<file path="src/design/swk_pkg.sv">
// Shared constants and control types for the sliding-window rank-order filter.
// No dependencies; compile before the interfaces and modules.
package swk_pkg;

  localparam int SWK_WINDOW_MAX   = 64;
  localparam int SWK_SAMPLE_WIDTH = 32;
  localparam int SWK_LEN_W        = 7;
  localparam int SWK_RANK_W       = 7;

  // Per-item controls broadcast from the top level to every cell
  typedef struct packed {
    logic step;     // item accepted: load the new cell contents
    logic del_en;   // window full after insertion: remove the oldest sample
    logic new_gex;  // incoming sample is >= the sample being removed
  } swk_ctl_t;

  // Comparison flags handed from each cell to its upper neighbour
  typedef struct packed {
    logic ge;       // slot at or above the insertion point
    logic gex;      // slot holds a sample >= the sample being removed
  } swk_flags_t;

endpackage

</file>
<file path="src/design/swk_ifs.sv">


interface swk_out_if import swk_pkg::*; #(
  parameter int SAMPLE_WIDTH = SWK_SAMPLE_WIDTH
);
  logic                           valid;
  logic                           ready;
  logic signed [SAMPLE_WIDTH-1:0] kth_value;

  modport source (output valid, output kth_value, input ready);
  modport sink   (input valid, input kth_value, output ready);
endinterface


</file>
<file path="src/design/swk_obuf.sv">
// Two-entry result buffer in front of the output channel, so an item can
// be taken while a result waits. Uses swk_pkg and swk_out_if.
module swk_obuf import swk_pkg::*; #(
  parameter int SW = SWK_SAMPLE_WIDTH
) (
  input  logic                 clk,
  input  logic                 rst_n,
  input  logic                 push,
  input  logic signed [SW-1:0] push_data,
  output logic                 room,
  swk_out_if.source            out_ch
);

  logic [1:0]           cnt_r, cnt_nxt;
  logic signed [SW-1:0] d0_r, d0_nxt;
  logic signed [SW-1:0] d1_r, d1_nxt;
  logic                 pop;

  assign pop              = out_ch.valid && out_ch.ready;
  assign out_ch.valid     = (cnt_r != 2'd0);
  assign out_ch.kth_value = d0_r;
  assign room             = (cnt_r != 2'd2);

  always_comb begin
    cnt_nxt = cnt_r;
    d0_nxt  = d0_r;
    d1_nxt  = d1_r;
    case ({push, pop})
      2'b10: begin
        if (cnt_r == 2'd0) begin
          d0_nxt = push_data;
        end else begin
          d1_nxt = push_data;
        end
        cnt_nxt = cnt_r + 2'd1;
      end
      2'b01: begin
        d0_nxt  = d1_r;
        cnt_nxt = cnt_r - 2'd1;
      end
      2'b11: begin
        if (cnt_r == 2'd1) begin
          d0_nxt = push_data;
        end else begin
          d0_nxt = d1_r;
          d1_nxt = push_data;
        end
      end
      default: begin
        cnt_nxt = cnt_r;
      end
    endcase
  end

  always_ff @(posedge clk) begin
    if (!rst_n) begin
      cnt_r <= 2'd0;
    end else begin
      cnt_r <= cnt_nxt;
    end
  end

  always_ff @(posedge clk) begin
    d0_r <= d0_nxt;
    d1_r <= d1_nxt;
  end

endmodule

</file>
<file path="src/flat_wrapper.sv">
// flat-port wrapper written by rule: the top's interface ports become plain ports
module swk_obuf_flat import swk_pkg::*;
#(
  parameter int SW = SWK_SAMPLE_WIDTH
)
  (clk, rst_n, push, push_data, room, out_ch_valid, out_ch_kth_value, out_ch_ready);
  swk_out_if out_ch_i ();
  input  logic clk;
  input  logic rst_n;
  input  logic push;
  input  logic signed [SW-1:0] push_data;
  output logic room;
  output wire logic [$bits(out_ch_i.valid)-1:0] out_ch_valid;
  output wire logic [$bits(out_ch_i.kth_value)-1:0] out_ch_kth_value;
  input wire logic [$bits(out_ch_i.ready)-1:0] out_ch_ready;
  assign out_ch_valid = out_ch_i.valid;
  assign out_ch_kth_value = out_ch_i.kth_value;
  assign out_ch_i.ready = out_ch_ready;
  swk_obuf #(.SW(SW)) u_core (.clk(clk), .rst_n(rst_n), .push(push), .push_data(push_data), .room(room), .out_ch(out_ch_i));
endmodule
</file>
<file path="config.mk">
export PLATFORM = sky130hd
export DESIGN_NAME = swk_obuf_flat
export DESIGN_NICKNAME = d
export VERILOG_FILES = /design/src/design/swk_pkg.sv /design/src/design/swk_ifs.sv /design/src/design/swk_obuf.sv /design/src/flat_wrapper.sv
export SDC_FILE = /design/constraint.sdc
export NUM_CORES = 1
export LEC_CHECK = 0
export BUFFER_PORTS_ARGS = -buffer_cell sky130_fd_sc_hd__buf_2
export CAP_MARGIN = 25
export CORE_AREA = 10 10 90 92
export DETAILED_ROUTE_END_ITERATION = 8
export DIE_AREA = 0 0 100 102
export GPL_ROUTABILITY_DRIVEN = 0
export PLACE_DENSITY = 0.66
export SLEW_MARGIN = 0
export SYNTH_ARGS = -nofsm -noshare
export SYNTH_HDL_FRONTEND = slang
export SYNTH_SLANG_ARGS = --single-unit
export TNS_END_PERCENT = 5
</file>
<file path="constraint.sdc">
create_clock -name clk -period 5 [get_ports clk]
set_clock_uncertainty 0.15 [all_clocks]
set_input_delay 0.25 -clock clk [delete_from_list [all_inputs] [get_ports clk]]
set_output_delay 0.25 -clock clk [all_outputs]
set_load 0.1 [all_outputs]
</file>
==> results.py <==
metrics = {
    "final_layout": {
        "fill_cells": 494,
        "nets": 288,
        "n_antenna_cell": 0,
        "mostFrequentLayoutCells": "69 x buf_2, 64 x edfxtp_1, 32 x dlygate4sd3_1, 30 x a22o_1, 9 x clkbuf_8",
        "drive_above_1_share_pct": 37.8,
        "area_growth_pct": 38.7,
        "final_cell_area_um2": 3530,
        "layout_commonest_cell": "buf_2",
    },
    "run": {
        "cap_violations": 0,
    },
    "yosys": {
        "syn_nets": 180,
        "avgSynthCellArea_um2": 18.7,
        "yosysWarnings": 0,
        "synthCells": 136,
        "ys_types": 18,
        "ys_seq_area_share_pct": 77.0,
        "synth.top_cell.area_share_pct": 75.4,
        "synth_top_cell_by_area": "edfxtp_1",
        "yosys-top-cells-area": "edfxtp_1 75%, a22o_1 10%, ha_1 3.9%",
        "ys_ff_latch": 66,
        "netlist_area_um2": 2550,
    },
    "clock_tree": {
        "h-tree-depth": 3,
        "clkTransAtPathRegs_ps": 70,
        "cts_tree": "built",
        "cts_made_buffers": 9,
        "holdBufCountCts": 32,
        "ctsResizeCount": 0,
        "clock-sinks": 66,
        "cts_buffer_depth": 2,
        "cts_root_buf": "clkbuf_8",
        "clk_latency_ps": 330,
        "postCtsSetupBuffers": 0,
    },
    "floorplanning": {
        "rows": 29,
        "start_util_pct": 40.6,
        "dieArea_um2": 10200,
        "die_h_um": 102,
        "die_w_um": 100,
        "io_pins": 70,
        "coreArea_um2": 6280,
    },
    "sta": {
        "min_period_ps": 2770,
        "hold_viol_final": 0,
        "slew_violations": 0,
        "rsz0062_at_grt": "false",
        "tightest_slew_ps": 1000,
        "setup_viol": 0,
        "fin_crit_sh_pct": 55.5,
        "slew_headroom_pct": 33.1,
        "fmax_mhz": 361,
        "tns_ps": 0,
    },
    "power": {
        "ir_drop_mv": 0.401,
        "internal-power_mw": 1.28,
        "seqPwrFrac_pct": 35.7,
        "p_per_area_nw_per_um2": 649,
        "pwr-share-comb_pct": 41.1,
        "swShare_pct": 44.2,
        "p_sw_mw": 1.01,
        "p_clk_share_pct": 23.2,
        "cellLeakagePower_nw": 1.41,
    },
    "routing": {
        "top_layer_used": "met4",
        "drtIter0Drc": 62,
        "wl_met1_um": 2260,
        "vias_per_cell": 4.78,
        "drc_errors": 0,
        "wl_met3_um": 354,
        "met2_length_um": 2750,
        "dr.pass1.iters": 4,
        "drtAntennaViolNets": 0,
        "wl_per_cell_um": 16.8,
        "totalWireLength_um": 5490,
        "routed-via-count": 1557,
    },
    "global_route": {
        "grt_util_all_layers_pct": 10.5,
        "grt_first_pass_wirelength_um": 8270,
        "grt-ovfl-total": 0,
        "grt_pass1_vias": 1646,
        "antenna_found_initial": 0,
        "grt_start_max_net_pins": 33,
    },
    "placement": {
        "placed_area_um2": 2950,
        "hpwl_um": 3460,
        "portBuffers": 69,
    },
    "outcome": {
        "outcome": "completed",
    },
    "worst_hold_path": {
        "hold_class": "in -> reg",
    },
    "worst_setup_path": {
        "endpoint_kind": "register",
        "crit_fanout": 32,
        "critical_path_class": "reg -> reg",
        "crit_required_ps": 4800,
        "start_kind": "register",
        "crit_arrival_ps": 2570,
    },
}
-- flip-flops by register name (all words and copies together), names as in the netlist --
signal                   flops
u_core.d1_r                 32
u_core.out_ch.kth_value     32
u_core.cnt_r                 2
-- routing by layer --
metal / vias to the layer above / GRT usage, %
met1: 742 / 11.1
met3: 11 / 3.91
met5: - / 0
met2: 46 / 17.9
li1: 758 / -
met4: 0 / 5.22
-- final timing paths --
kind	cells after the start	slack [ps]	start	to
worst max-delay path	6	2230	u_core.cnt_r[0]	u_core.d1_r[24]
worst min-delay path	3	30	rst_n	u_core.cnt_r[1]
worst max register to register	6	2230	u_core.cnt_r[0]	u_core.d1_r[24]
worst min register to register	2	370	u_core.cnt_r[0]	u_core.cnt_r[0]
-- cells in the mapped netlist --
library cell  number
a22o_2             2
a22o_1            30
o21ai_2            2
dfxtp_1            2
inv_1              7
o21ai_0            3
nand3_1            1
o21ai_4            1
a21oi_1            2
ha_1               8
or2b_1             1
buf_6              6
a21boi_0           1
edfxtp_1          64
inv_2              1
xnor2_1            1
nor2b_1            1
nand2_1            3
-- critical path: stages (launching register included) --
cell and delay [ps]:
dfxtp_1 360, inv_1 90, ha_1 270, nor2b_1 310, inv_1 150, ha_1 250
a21oi_4 790
-- power groups by stage --
stage | clock, mW | combinational [mW] | sequential, mW
3_5_place_dp | 0 | 0.917 | 0.834
2_1_floorplan | 0 | 0.227 | 1.39
6_report | 0.533 | 0.943 | 0.818
3_3_place_gp | 0 | 0.909 | 0.829
5_1_grt | 0.564 | 0.979 | 0.830
4_1_cts | 0.544 | 0.938 | 0.821
-- layout make-up --
cell class	count	area, um2	area share [%]
multi-input combinational	56	510	14.5
clock buffer	9	124	3.51
tap	77	96.3	2.73
sequential	66	1960	55.5
clock inverter	7	116	3.29
timing repair buffer	103	693	19.6
inverter	8	30.0	0.850
-- per-stage QoR --
stage	instances	power, mW	utilization, %	hold slack, ps	worst slack [ps]
floorplan	136	1.62	-	199	977
global placement	277	1.74	47.0	298	2340
detailed placement	277	1.75	47.0	294	2210
CTS	325	2.30	55.9	14.0	2170
global route	326	2.37	56.3	32.4	2020
finish	326	2.29	56.3	29.3	2230
-- cell families after synthesis --
logic type,after synthesis,share of synthesized area [%]
AOI/OAI and AO/OA,41,13.7
xor gates and xnor gates,1,0.344
adders and majority gates,8,3.93
buffers and inverters,14,3.83
DFF,66,77.0
and+or+nand+nor,6,1.18
Note: power is estimated with default switching activity, not from simulation.
