### src/design/swk_pkg.sv
// Shared constants and control types for the sliding-window rank-order filter.
// No dependencies; compile before the interfaces and modules.
package swk_pkg;

  localparam int SWK_WINDOW_MAX   = 64;
  localparam int SWK_SAMPLE_WIDTH = 32;
  localparam int SWK_LEN_W        = 7;
  localparam int SWK_RANK_W       = 7;

  // Per-item controls broadcast from the top level to every cell
  typedef struct packed {
    logic step;     // item accepted: load the new cell contents
    logic del_en;   // window full after insertion: remove the oldest sample
    logic new_gex;  // incoming sample is >= the sample being removed
  } swk_ctl_t;

  // Comparison flags handed from each cell to its upper neighbour
  typedef struct packed {
    logic ge;       // slot at or above the insertion point
    logic gex;      // slot holds a sample >= the sample being removed
  } swk_flags_t;

endpackage

### src/design/swk_cell.sv
// One slot of the sorted window: holds a sample and its age, and computes
// its next contents from itself and its two neighbours. Uses swk_pkg.
module swk_cell import swk_pkg::*; #(
  parameter int IDX   = 0,
  parameter int SW    = SWK_SAMPLE_WIDTH,
  parameter int AGE_W = 6,
  parameter int CNT_W = 7
) (
  input  logic                 clk,
  input  swk_ctl_t             ctl,
  input  logic [CNT_W-1:0]     fill,
  input  logic signed [SW-1:0] new_val,
  input  logic signed [SW-1:0] oldest_val,
  input  logic [AGE_W-1:0]     tgt_age,
  input  logic [AGE_W-1:0]     sel_idx,
  input  logic signed [SW-1:0] prev_val,
  input  logic [AGE_W-1:0]     prev_age,
  input  swk_flags_t           prev_flags,
  input  logic signed [SW-1:0] next_m_val,
  input  logic [AGE_W-1:0]     next_m_age,
  output logic signed [SW-1:0] cur_val,
  output logic [AGE_W-1:0]     cur_age,
  output swk_flags_t           cur_flags,
  output logic signed [SW-1:0] m_val,
  output logic [AGE_W-1:0]     m_age,
  output logic                 match,
  output logic signed [SW-1:0] match_val,
  output logic signed [SW-1:0] sel_val
);

  logic signed [SW-1:0] val_r, val_nxt;
  logic [AGE_W-1:0]     age_r, age_nxt;
  logic                 valid;
  logic                 m_gex;

  assign valid = (IDX < int'(fill));

  assign cur_flags.ge  = !valid || (val_r > new_val);
  assign cur_flags.gex = valid && (val_r >= oldest_val);
  assign cur_val       = val_r;
  assign cur_age       = age_r;

  // merged list: old contents with the new sample slotted in
  always_comb begin
    if (!cur_flags.ge) begin
      m_val = val_r;
      m_age = AGE_W'(age_r + 1'b1);
      m_gex = cur_flags.gex;
    end else if (prev_flags.ge) begin
      m_val = prev_val;
      m_age = AGE_W'(prev_age + 1'b1);
      m_gex = prev_flags.gex;
    end else begin
      m_val = new_val;
      m_age = '0;
      m_gex = ctl.new_gex;
    end
  end

  // close the gap left by the removed sample
  always_comb begin
    if (ctl.del_en && m_gex) begin
      val_nxt = next_m_val;
      age_nxt = next_m_age;
    end else begin
      val_nxt = m_val;
      age_nxt = m_age;
    end
  end

  assign match     = valid && (age_r == tgt_age);
  assign match_val = match ? val_r : '0;
  assign sel_val   = (sel_idx == AGE_W'(IDX)) ? m_val : '0;

  always_ff @(posedge clk) begin
    if (ctl.step) begin
      val_r <= val_nxt;
      age_r <= age_nxt;
    end
  end

endmodule

### config.mk
export PLATFORM = sky130hd
export DESIGN_NAME = swk_cell
export DESIGN_NICKNAME = d
export VERILOG_FILES = /design/src/design/swk_pkg.sv /design/src/design/swk_cell.sv
export SDC_FILE = /design/constraint.sdc
export NUM_CORES = 1
export LEC_CHECK = 0
export BUFFER_PORTS_ARGS = -buffer_cell sky130_fd_sc_hd__buf_2
export CORE_ASPECT_RATIO = 0.5
export CORE_MARGIN = 2
export CORE_UTILIZATION = 40
export CTS_CLUSTER_SIZE = 30
export DETAILED_ROUTE_END_ITERATION = 7
export HOLD_SLACK_MARGIN = 0.02
export PLACE_DENSITY = 0.87
export SLEW_MARGIN = 40
export SYNTH_ARGS = -nofsm -noshare
export SYNTH_HDL_FRONTEND = slang
export SYNTH_SLANG_ARGS = --single-unit
### constraint.sdc
create_clock -name clk -period 3.66 [get_ports clk]
set_input_delay 0.732 -clock clk [delete_from_list [all_inputs] [get_ports clk]]
set_output_delay 0.732 -clock clk [all_outputs]
set_load 0.02 [all_outputs]
==> out/results.ini, run 1 <==
[yosys]
ys_ff_latch = 38
yosysSeqAreaShare = 0.2348
synth.area.mux_share = 0.1843
synth.avg_cell_area_um2 = 8.966
synthFlopType = edfxtp_1
synth_xor_area_frac = 0.02523
syn_nets = 773
syn_area_um2 = 4860
ys_warn_count = 0
synthAdderAreaFrac = 0.1699
postSynthCellCount = 542
synth_edf_count = 38
synthArstFlopShare = 0
yosys.area_share.simple = 0.1761
ys_types = 45
synth-compound-area-share = 0.1274
synth_top_family_by_area = multiplexers

[critical_path]
slowest_delay_ps = 440
cp_data_required_time_ps = 2930
r2r_end = cur_val[15]
crit_slowest_cell = nor2_1
path_max_fanout = 7
critPathKind = in2out
setup.reg_to_reg.worst_slack_ps = -440
end_kind = output pin
startpoint_type = input port
cp.arrival_ps = 3550
reg2regPathDepth = 16
r2r_start = cur_val[25]
crit_chain = buf_2 > inv_2 > ha_4 > nand2_1 > nor2_1 > a211oi_2 > o211ai_1 > buf_4 > nor4_4 > or2_4 > buf_12 > buf_12 > o21ai_4 > nor2b_4 > buf_6
cp_common_cell = buf_12

[layout]
stdcell_area_um2 = 9796
drive_gt1_frac = 0.6629
nNetsFinal = 1192
syn2layout_area_growth_pct = 101.6
layout_common_cells = buf_2 (221), buf_6 (102), buf_4 (87)
fin_cells = 1127
fill_cells = 578
final_common_cell = buf_2

[detailed_routing]
first_pass_iters = 7
routed_wl_um = 31720
vias = 7118
ant_nets = 0
vias_per_cell = 6.316
post_drt_wl_per_cell_um = 28.14
post-route-drc-count = 0
drtIter0Drc = 845

[power]
p_total_mw = 8.380
p_switching_mw = 3.911
cellInternalPower_mw = 4.469
clockPowerShare = 0.055
sw_frac_of_total = 0.4667
p_leak_nw = 4.766
power_frac_seq = 0.121
p_per_area_nw_per_um2 = 855.5
combPwrFrac = 0.824
ir_worst_vdd_v = 0.0006809

[grt]
grt_usage = 0.3511
grt_max_degree = 39
grt_pass1_wl_um = 35380
grt_overflow = 0
antenna_found_initial = 1
grt_pass1_vias = 6549

[job]
maxCapViolCount = 0

[clock_tree]
cts_tree = yes
cts_root_buf = clkbuf_16
insertion_delay_ps = 300
clock_sinks = 38
htreeDepth = 2
clk_pin_slew_ps = 60
numCtsBuffers = 5
clock_path_buffers = 2
ctsHoldBuffers = 0

[sta]
layout_setup_ws_ps = -623.0
hold_violations = 0
finalSetupViolations = 110
whs_ps = 736.6
fin_crit_sh = 1.170
timing.final.crit_period_ps = 4283
worstMarginPinSlew_ps = 638.1
rsz0062_at_grt = yes
fmax_ghz = 0.2335
drv_slew = 0
skew_ps = 9.524
relSlewSlack = 0.5746

[placed_design]
dp.cells = 1038
pre_cts_ws_ps = -522.1
dpl_cell_area_um2 = 7396
dpl.hpwl_um = 15200
place.gp.congestion = 0.8962
numPortBuffers = 307

[run_status]
violations = setup timing
status = finished, violations left

[floorplan]
io_pins = 308
fp.dieH_um = 81.94
placeableCoreArea_um2 = 11840
die_w_um = 159.9
start_util = 0.4104
num_rows = 28
die-area_um2 = 13100

[hold_path]
hold_start = next_m_val[5]
min_path_type = in2reg
min_path_cells = 2
min_to = cur_val[5]

-- how the worst max path moves through the flow --
stage                start     endpoint  depth (start not counted)
2_1_floorplan   new_val[1]   sel_val[0]                         12
3_3_place_gp    new_val[1]  sel_val[29]                         13
3_5_place_dp    new_val[1]  sel_val[30]                         13
4_1_cts         new_val[1]   sel_val[4]                         14
5_1_grt        new_val[26]  sel_val[27]                         15
6_report       new_val[26]  sel_val[27]                         15
-- power by group through the flow --
stage          Clock [mW]  Combinational, mW  Sequential [mW]
2_1_floorplan           0               2.46             1.10
4_1_cts             0.434               5.47            0.950
3_5_place_dp            0               3.95            0.937
6_report            0.462               6.90             1.02
5_1_grt             0.472               7.06             1.02
3_3_place_gp            0               3.83            0.926
-- cell usage after synthesis (4+ instances only) --
| cell | count | share of area |
|---|---|---|
| nand3_1 | 9 | 0.0093 |
| clkbuf_1 | 15 | 0.012 |
| nor3_1 | 5 | 0.0051 |
| and2_1 | 32 | 0.041 |
| mux2_2 | 20 | 0.046 |
| nor2_1 | 11 | 0.0085 |
| o21ai_1 | 22 | 0.023 |
| ha_1 | 66 | 0.17 |
| mux2i_1 | 37 | 0.076 |
| a21oi_1 | 23 | 0.024 |
| nand4_1 | 12 | 0.015 |
| nor2b_1 | 35 | 0.045 |
| a211oi_1 | 5 | 0.0077 |
| nand2_1 | 25 | 0.019 |
| edfxtp_1 | 38 | 0.23 |
| o21ai_0 | 48 | 0.049 |
| nor4_1 | 4 | 0.0051 |
| xor2_1 | 6 | 0.011 |
| mux2_4 | 20 | 0.062 |
| xnor2_1 | 8 | 0.014 |
| inv_1 | 66 | 0.051 |
-- cell type report --
cell class | count | area (um2) | area share
antenna | 1 | 2.502 | 0.0002555
tap | 165 | 206.4 | 0.02108
clock buffer | 7 | 132.6 | 0.01354
multi-input combinational | 414 | 4609 | 0.4706
sequential | 38 | 1141 | 0.1165
inverter | 66 | 265.3 | 0.02708
timing repair buffer | 436 | 3438 | 0.3510
-- metal layers --
metal,vias to the layer above,track usage,share of wire
met1,3301,0.4107,0.35
met4,0,0.1892,0.088
met3,278,0.09040,0.13
met5,-,0,0
li1,2763,-,-
met2,776,0.6078,0.44
-- timing repair --
| action | 4_1_cts | 5_1_grt |
|---|---|---|
| gates cloned | 6 | 2 |
| pin swaps | 25 | 60 |
| hold endpoints to repair | 0 | 0 |
| gates resized for setup | 249 | 128 |
| setup endpoints to repair | 109 | 110 |
| buffers inserted | 29 | 47 |
-- critical path, delay by kind of cell --
family	cells	cell delay (ps)
AOI/OAI and AO/OA	3	670
and+or+nand+nor	5	1050
buffers and inverters	6	810
adders and majority gates	1	290
-- registers in the layout (all words and copies together) (netlist names) --
name	cells
cur_age	6
cur_val	32
-- through the flow --
stage / util / setup TNS (ps)
2_1_floorplan: - / -1754
6_report: 0.8272 / -51150
3_3_place_gp: 0.6244 / -32430
5_1_grt: 0.8272 / -52770
4_1_cts: 0.7496 / -8277
3_5_place_dp: 0.6246 / -45610
-- cell families after synthesis --
group,Yosys count
and+or+nand+nor,145
buffers and inverters,90
adders and majority gates,66
DFF,38
AOI/OAI and AO/OA,112
xor gates and xnor gates,14
muxes,77
Power figures use the tool's default switching activity.
==> inputs of run 2 (changes only) <==
Settings changed: ABC_AREA set to 1, CORE_UTILIZATION 40 to 41.
==> run 2 against run 1 <==
Against the previous run: hold slack better by 9.8 ps; die area rose by 5.4%; sequential share of layout area grew 3.9 points; the run now ends clean; largest power group unchanged; register-to-register slack gained 1300 ps; highest routed layer unchanged; critical path type unchanged.
==> out/results.ini, run 2 <==
[yosys]
syn_nets = 1008
postSynthCellCount = 777
yosysTopAreaCell = edfxtp_1
synthFlopType = edfxtp_1
ys_types = 30
synth_edf_count = 38
yosys-top-cells-area = edfxtp_1 (22%), ha_1 (16%), nand2_1 (15%)
synthArstFlopShare = 0
synth.avg_cell_area_um2 = 6.768
synth.most_common_cell = nand2_1
synth_top_cell_area_share = 0.2170
yosysSeqAreaShare = 0.2170
ys_ff_latch = 38
synth_common_cells = nand2_1 (206), inv_1 (122), ha_1 (66)
syn_area_um2 = 5259
ys_warn_count = 0

[layout]
drive_gt1_frac = 0.3785
layout_common_cells = buf_2 (301), nand2_1 (206), inv_1 (122)
fill_cells = 1209
largest_reg_flops = 32
multi_input_area_um2 = 3545
antenna_cells = 0
seqCellArea_um2 = 1141
final_common_cell = buf_2
stdcell_area_um2 = 7325
syn2layout_area_growth_pct = 39.28
nNetsFinal = 1309

[clock_tree]
cts_tree = yes
clock_path_buffers = 2
clk_pin_slew_ps = 60
cts_root_buf = clkbuf_16
ctsHoldBuffers = 0
numCtsBuffers = 5
clock_sinks = 38
insertion_delay_ps = 290
htreeDepth = 2

[sta]
timing.final.crit_period_ps = 3552
drv_slew = 0
skew_ps = 8.582
layout_setup_ws_ps = 108.0
fmax_ghz = 0.2815
fin_crit_sh = 0.9705
hold_violations = 0
relSlewSlack = 0.6259
worstMarginPinSlew_ps = 561.2
rsz0062_at_grt = yes
finalSetupViolations = 0
whs_ps = 746.5

[hold_path]
hold_start = next_m_val[30]
min_to = cur_val[30]
min_path_cells = 3
min_path_type = in2reg

[grt]
grt_pass1_wl_um = 29850
antenna_found_initial = 0
grt_usage = 0.2726
grt_max_degree = 47
grt_pass1_vias = 5918
grt_overflow = 0

[critical_path]
setup.reg_to_reg.worst_slack_ps = 870
r2r_end = cur_val[0]
critPathKind = in2out
path_max_fanout = 12
r2r_start = cur_val[15]
cp_data_required_time_ps = 2930
cp.arrival_ps = 2820
end_kind = output pin
reg2regPathDepth = 13
startpoint_type = input port

[placed_design]
numPortBuffers = 307
dpl_cell_area_um2 = 6927
place.gp.congestion = 0.8918
dpl.hpwl_um = 15500
pre_cts_ws_ps = 113.7

[detailed_routing]
routed_wl_um = 19930
post-route-drc-count = 0
ant_nets = 0
post_drt_wl_per_cell_um = 15.97
drtIter0Drc = 432
vias = 6333
vias_per_cell = 5.075
first_pass_iters = 6

[power]
p_switching_mw = 3.665
ir_worst_vdd_v = 0.0003967
p_total_mw = 6.568
cellInternalPower_mw = 2.904
combPwrFrac = 0.763
sw_frac_of_total = 0.5579
power_frac_seq = 0.172
p_leak_nw = 4.429
clockPowerShare = 0.065
p_per_area_nw_per_um2 = 896.8

[floorplan]
start_util = 0.4177
num_rows = 29
die-area_um2 = 13800
placeableCoreArea_um2 = 12590
die_w_um = 164.2
io_pins = 308
fp.dieH_um = 84.08

[job]
maxCapViolCount = 0

[run_status]
status = finished clean

[run 2: changes by cell type after synthesis, sizes merged, moves of 37 or more]
cell / previous run / this run
inv: 66 / 122
mux2: 40 / 0
mux2i: 37 / 0
nand2: 25 / 236
nand3: 9 / 54
nor2: 11 / 66
[run 2: worst max-delay path by stage]
| stage | slack (ps) | start | to | depth (start not counted) |
|---|---|---|---|---|
| floorplan | 300 | new_val[31] | sel_val[1] | 12 |
| global placement | 150 | new_val[31] | sel_val[3] | 16 |
| detailed placement | 110 | new_val[31] | sel_val[25] | 16 |
| CTS | 100 | new_val[31] | sel_val[25] | 16 |
| global route | -40 | new_val[3] | sel_val[21] | 19 |
| finish | 110 | new_val[23] | sel_val[21] | 16 |
[run 2: logic make-up (layout without fill, tap and decap cells)]
| family | Yosys count | count (layout) | share of synthesized area |
|---|---|---|---|
| simple gates | 402 | 402 | 0.3467 |
| buf+inv | 156 | 457 | 0.1354 |
| fa+ha+maj | 66 | 66 | 0.1570 |
| compound gates | 107 | 107 | 0.1306 |
| flops | 38 | 38 | 0.2170 |
| xor+xnor | 8 | 8 | 0.01332 |
[run 2: area by class of cell]
cell class                 instances  share of cell area
multi-input combinational        583              0.4839
timing repair buffer             328              0.2506
sequential                        38              0.1558
inverter                         122             0.06252
tap                              170             0.02904
clock buffer                       7             0.01811
[run 2: routing by layer]
metal	wire (um)	up-vias	global-route usage
li1	-	3088	-
met3	1133	41	0.03477
met4	476	0	0.07656
met5	0	-	0
met1	8646	2950	0.3641
met2	9672	254	0.4614
[run 2: critical path: stages]
cell	delay, ps
buf_2	70
inv_1	40
ha_1	300
nand2_1	80
nor2_1	190
nand4_1	130
nor2_2	120
nand2_1	80
nand2_1	70
nand2_2	60
nand3_4	90
nand2_8	120
clkbuf_16	230
o21ai_2	200
and2b_1	140
buf_2	150
[run 2: power by group through the flow]
stage                     Combinational, mW  Sequential [mW]  Clock, mW
final                                  5.01             1.13      0.427
after global routing                   5.45             1.16      0.452
after CTS                              4.50             1.12      0.435
after detailed placement               4.49             1.13          0
after global placement                 4.38             1.12          0
after floorplan                        3.03             1.30          0
[run 2: timing repair]
| action | 4_1_cts | 5_1_grt |
|---|---|---|
| buffers inserted | 0 | 2 |
| endpoints found under the setup margin | 0 | 30 |
| resized for setup | 0 | 27 |
[run 2: per-stage QoR]
step / TNS (ps) / instances / util
2_1_floorplan: 0 / 777 / -
3_3_place_gp: 0 / 1236 / 0.5499
3_5_place_dp: 0 / 1236 / 0.5501
4_1_cts: 0 / 1243 / 0.5607
5_1_grt: -212.6 / 1248 / 0.5817
6_report: 0 / 1248 / 0.5817
==> inputs of run 3 (changes only) <==
Settings changed: BUFFER_PORTS_ARGS -buffer_cell sky130_fd_sc_hd__buf_2 to not set, CORE_UTILIZATION 41 to 45, CTS_CLUSTER_DIAMETER set to 100, DONT_BUFFER_PORTS set to 1, PLACE_DENSITY 0.87 to 0.7, REMOVE_ABC_BUFFERS set to 1.
==> run 3 against run 2 <==
Against the previous run: global-route usage down 2.5 points; critical path depth unchanged; register-to-register slack worse by 210 ps; sequential power decreased by 4%; worst setup slack worse by 19 ps; critical path type unchanged; largest cell class unchanged.
==> out/results.ini, run 3 (synthesis gave the netlist of run 2 again) <==
[layout]
final_common_cell = nand2_1
drive_gt1_frac = 0.2703
syn2layout_area_growth_pct = 24.27
layout_common_cells = nand2_1 (200), inv_1 (121), buf_4 (112)
nNetsFinal = 1103
stdcell_area_um2 = 6535
fill_cells = 1052
largest_reg_flops = 32
antenna_cells = 0
fin_util = 0.5844

[detailed_routing]
wl_met1_um = 7531
post_drt_wl_per_cell_um = 16.93
met3_length_um = 1344
drtIter0Drc = 389
vias = 5459
wl_met2_um = 8407
post-route-drc-count = 0
vias_per_cell = 5.290
ant_nets = 0
first_pass_iters = 5
highest_layer = met4
routed_wl_um = 17470

[power]
p_per_area_nw_per_um2 = 1022
p_leak_nw = 3.611
ir_worst_vdd_v = 0.0004645
p_total_mw = 6.676

[floorplan]
die_w_um = 156.9
placeableCoreArea_um2 = 11180
io_pins = 308
fp.dieH_um = 80.44
num_rows = 27
start_util = 0.4703
die-area_um2 = 12620

[hold_path]
hold_start = ctl[2]
min_path_cells = 0
min_path_type = in2reg

[grt]
grt_pass1_vias = 5003
grt_usage = 0.2478
grt_overflow = 0
grt_max_degree = 71
antenna_found_initial = 0
grt_pass1_wl_um = 24710

[sta]
skew_ps = 4.524
fmax_ghz = 0.2800
rsz0062_at_grt = yes
finalSetupViolations = 0
timing.final.crit_period_ps = 3571
relSlewSlack = 0.5686
hold_violations = 0
layout_setup_ws_ps = 88.93
fin_crit_sh = 0.9757
worstMarginPinSlew_ps = 645.6
drv_slew = 0

[critical_path]
setup.reg_to_reg.worst_slack_ps = 660
critPathKind = in2out
r2r_start = cur_val[2]
r2r_end = cur_val[31]
cp.arrival_ps = 2840
startpoint_type = input port
end_kind = output pin
endpoint = sel_val[16]
reg2regPathDepth = 20
crit_path_start = new_val[7]
path_max_fanout = 21
cp_data_required_time_ps = 2930

[clock_tree]
clock_path_buffers = 2
ctsHoldBuffers = 0
cts_root_buf = clkbuf_16
cts_tree = yes
insertion_delay_ps = 280
numCtsBuffers = 5
htreeDepth = 2
clk_pin_slew_ps = 60
clock_sinks = 38

[placed_design]
numPortBuffers = 0
pre_cts_ws_ps = 16.96
dpl_cell_area_um2 = 6055
dpl.hpwl_um = 13260
place.gp.congestion = 0.8591

[job]
maxCapViolCount = 0

[run_status]
status = finished clean

[run 3: per-layer routing]
| layer | track usage | vias to the layer above |
|---|---|---|
| met4 | 0.04679 | 0 |
| met2 | 0.4482 | 259 |
| li1 | - | 2671 |
| met3 | 0.04749 | 20 |
| met5 | 0 | - |
| met1 | 0.3104 | 2509 |
[run 3: how the worst min path moves through the flow]
stage                     slack, ps         end
after floorplan                 840  cur_age[0]
after global placement          850  cur_val[5]
after detailed placement        850  cur_val[6]
after CTS                       550  cur_val[6]
after global routing            550  cur_val[5]
final                           570  cur_val[6]
[run 3: repair_timing]
item / 4_1_cts / 5_1_grt
endpoints found under the setup margin: 0 / 63
gates resized for setup: 0 / 44
buffers inserted: 0 / 10
[run 3: critical path: stages]
cell	delay [ps]
inv_1	40
ha_1	300
a21o_1	190
nor2_1	190
nand2_2	90
nand2_1	70
nand2_1	60
nand2_2	70
nand2_2	50
nand2_2	80
nand3_4	180
nand2_8	190
buf_16	200
nand2_2	70
o21ai_2	80
and2b_2	230
[run 3: per-stage QoR]
| stage | hold WS (ps) | std cells | setup TNS (ps) |
|---|---|---|---|
| after floorplan | 844.5 | 743 | -4642 |
| after global placement | 849.0 | 1009 | 0 |
| after detailed placement | 848.5 | 1009 | 0 |
| after CTS | 554.9 | 1017 | 0 |
| after global routing | 550.7 | 1032 | -1132 |
| final | 565.1 | 1032 | 0 |
[run 3: cell type report]
class                           count  area [um2]  share of cell area
Clock buffer                        5       125.1             0.01915
Clock inverter                      3       63.81            0.009764
Inverter                          122       457.9             0.07007
Multi-Input combinational cell    585        3535              0.5409
Sequential cell                    38        1141              0.1746
Tap cell                          159       198.9             0.03044
Timing Repair Buffer              120        1013              0.1551
[run 3: power by group]
part	internal, mW	switching [mW]
logic	1.93	3.10
clock network	0.389	0.182
registers	0.829	0.248
total	3.15	3.53
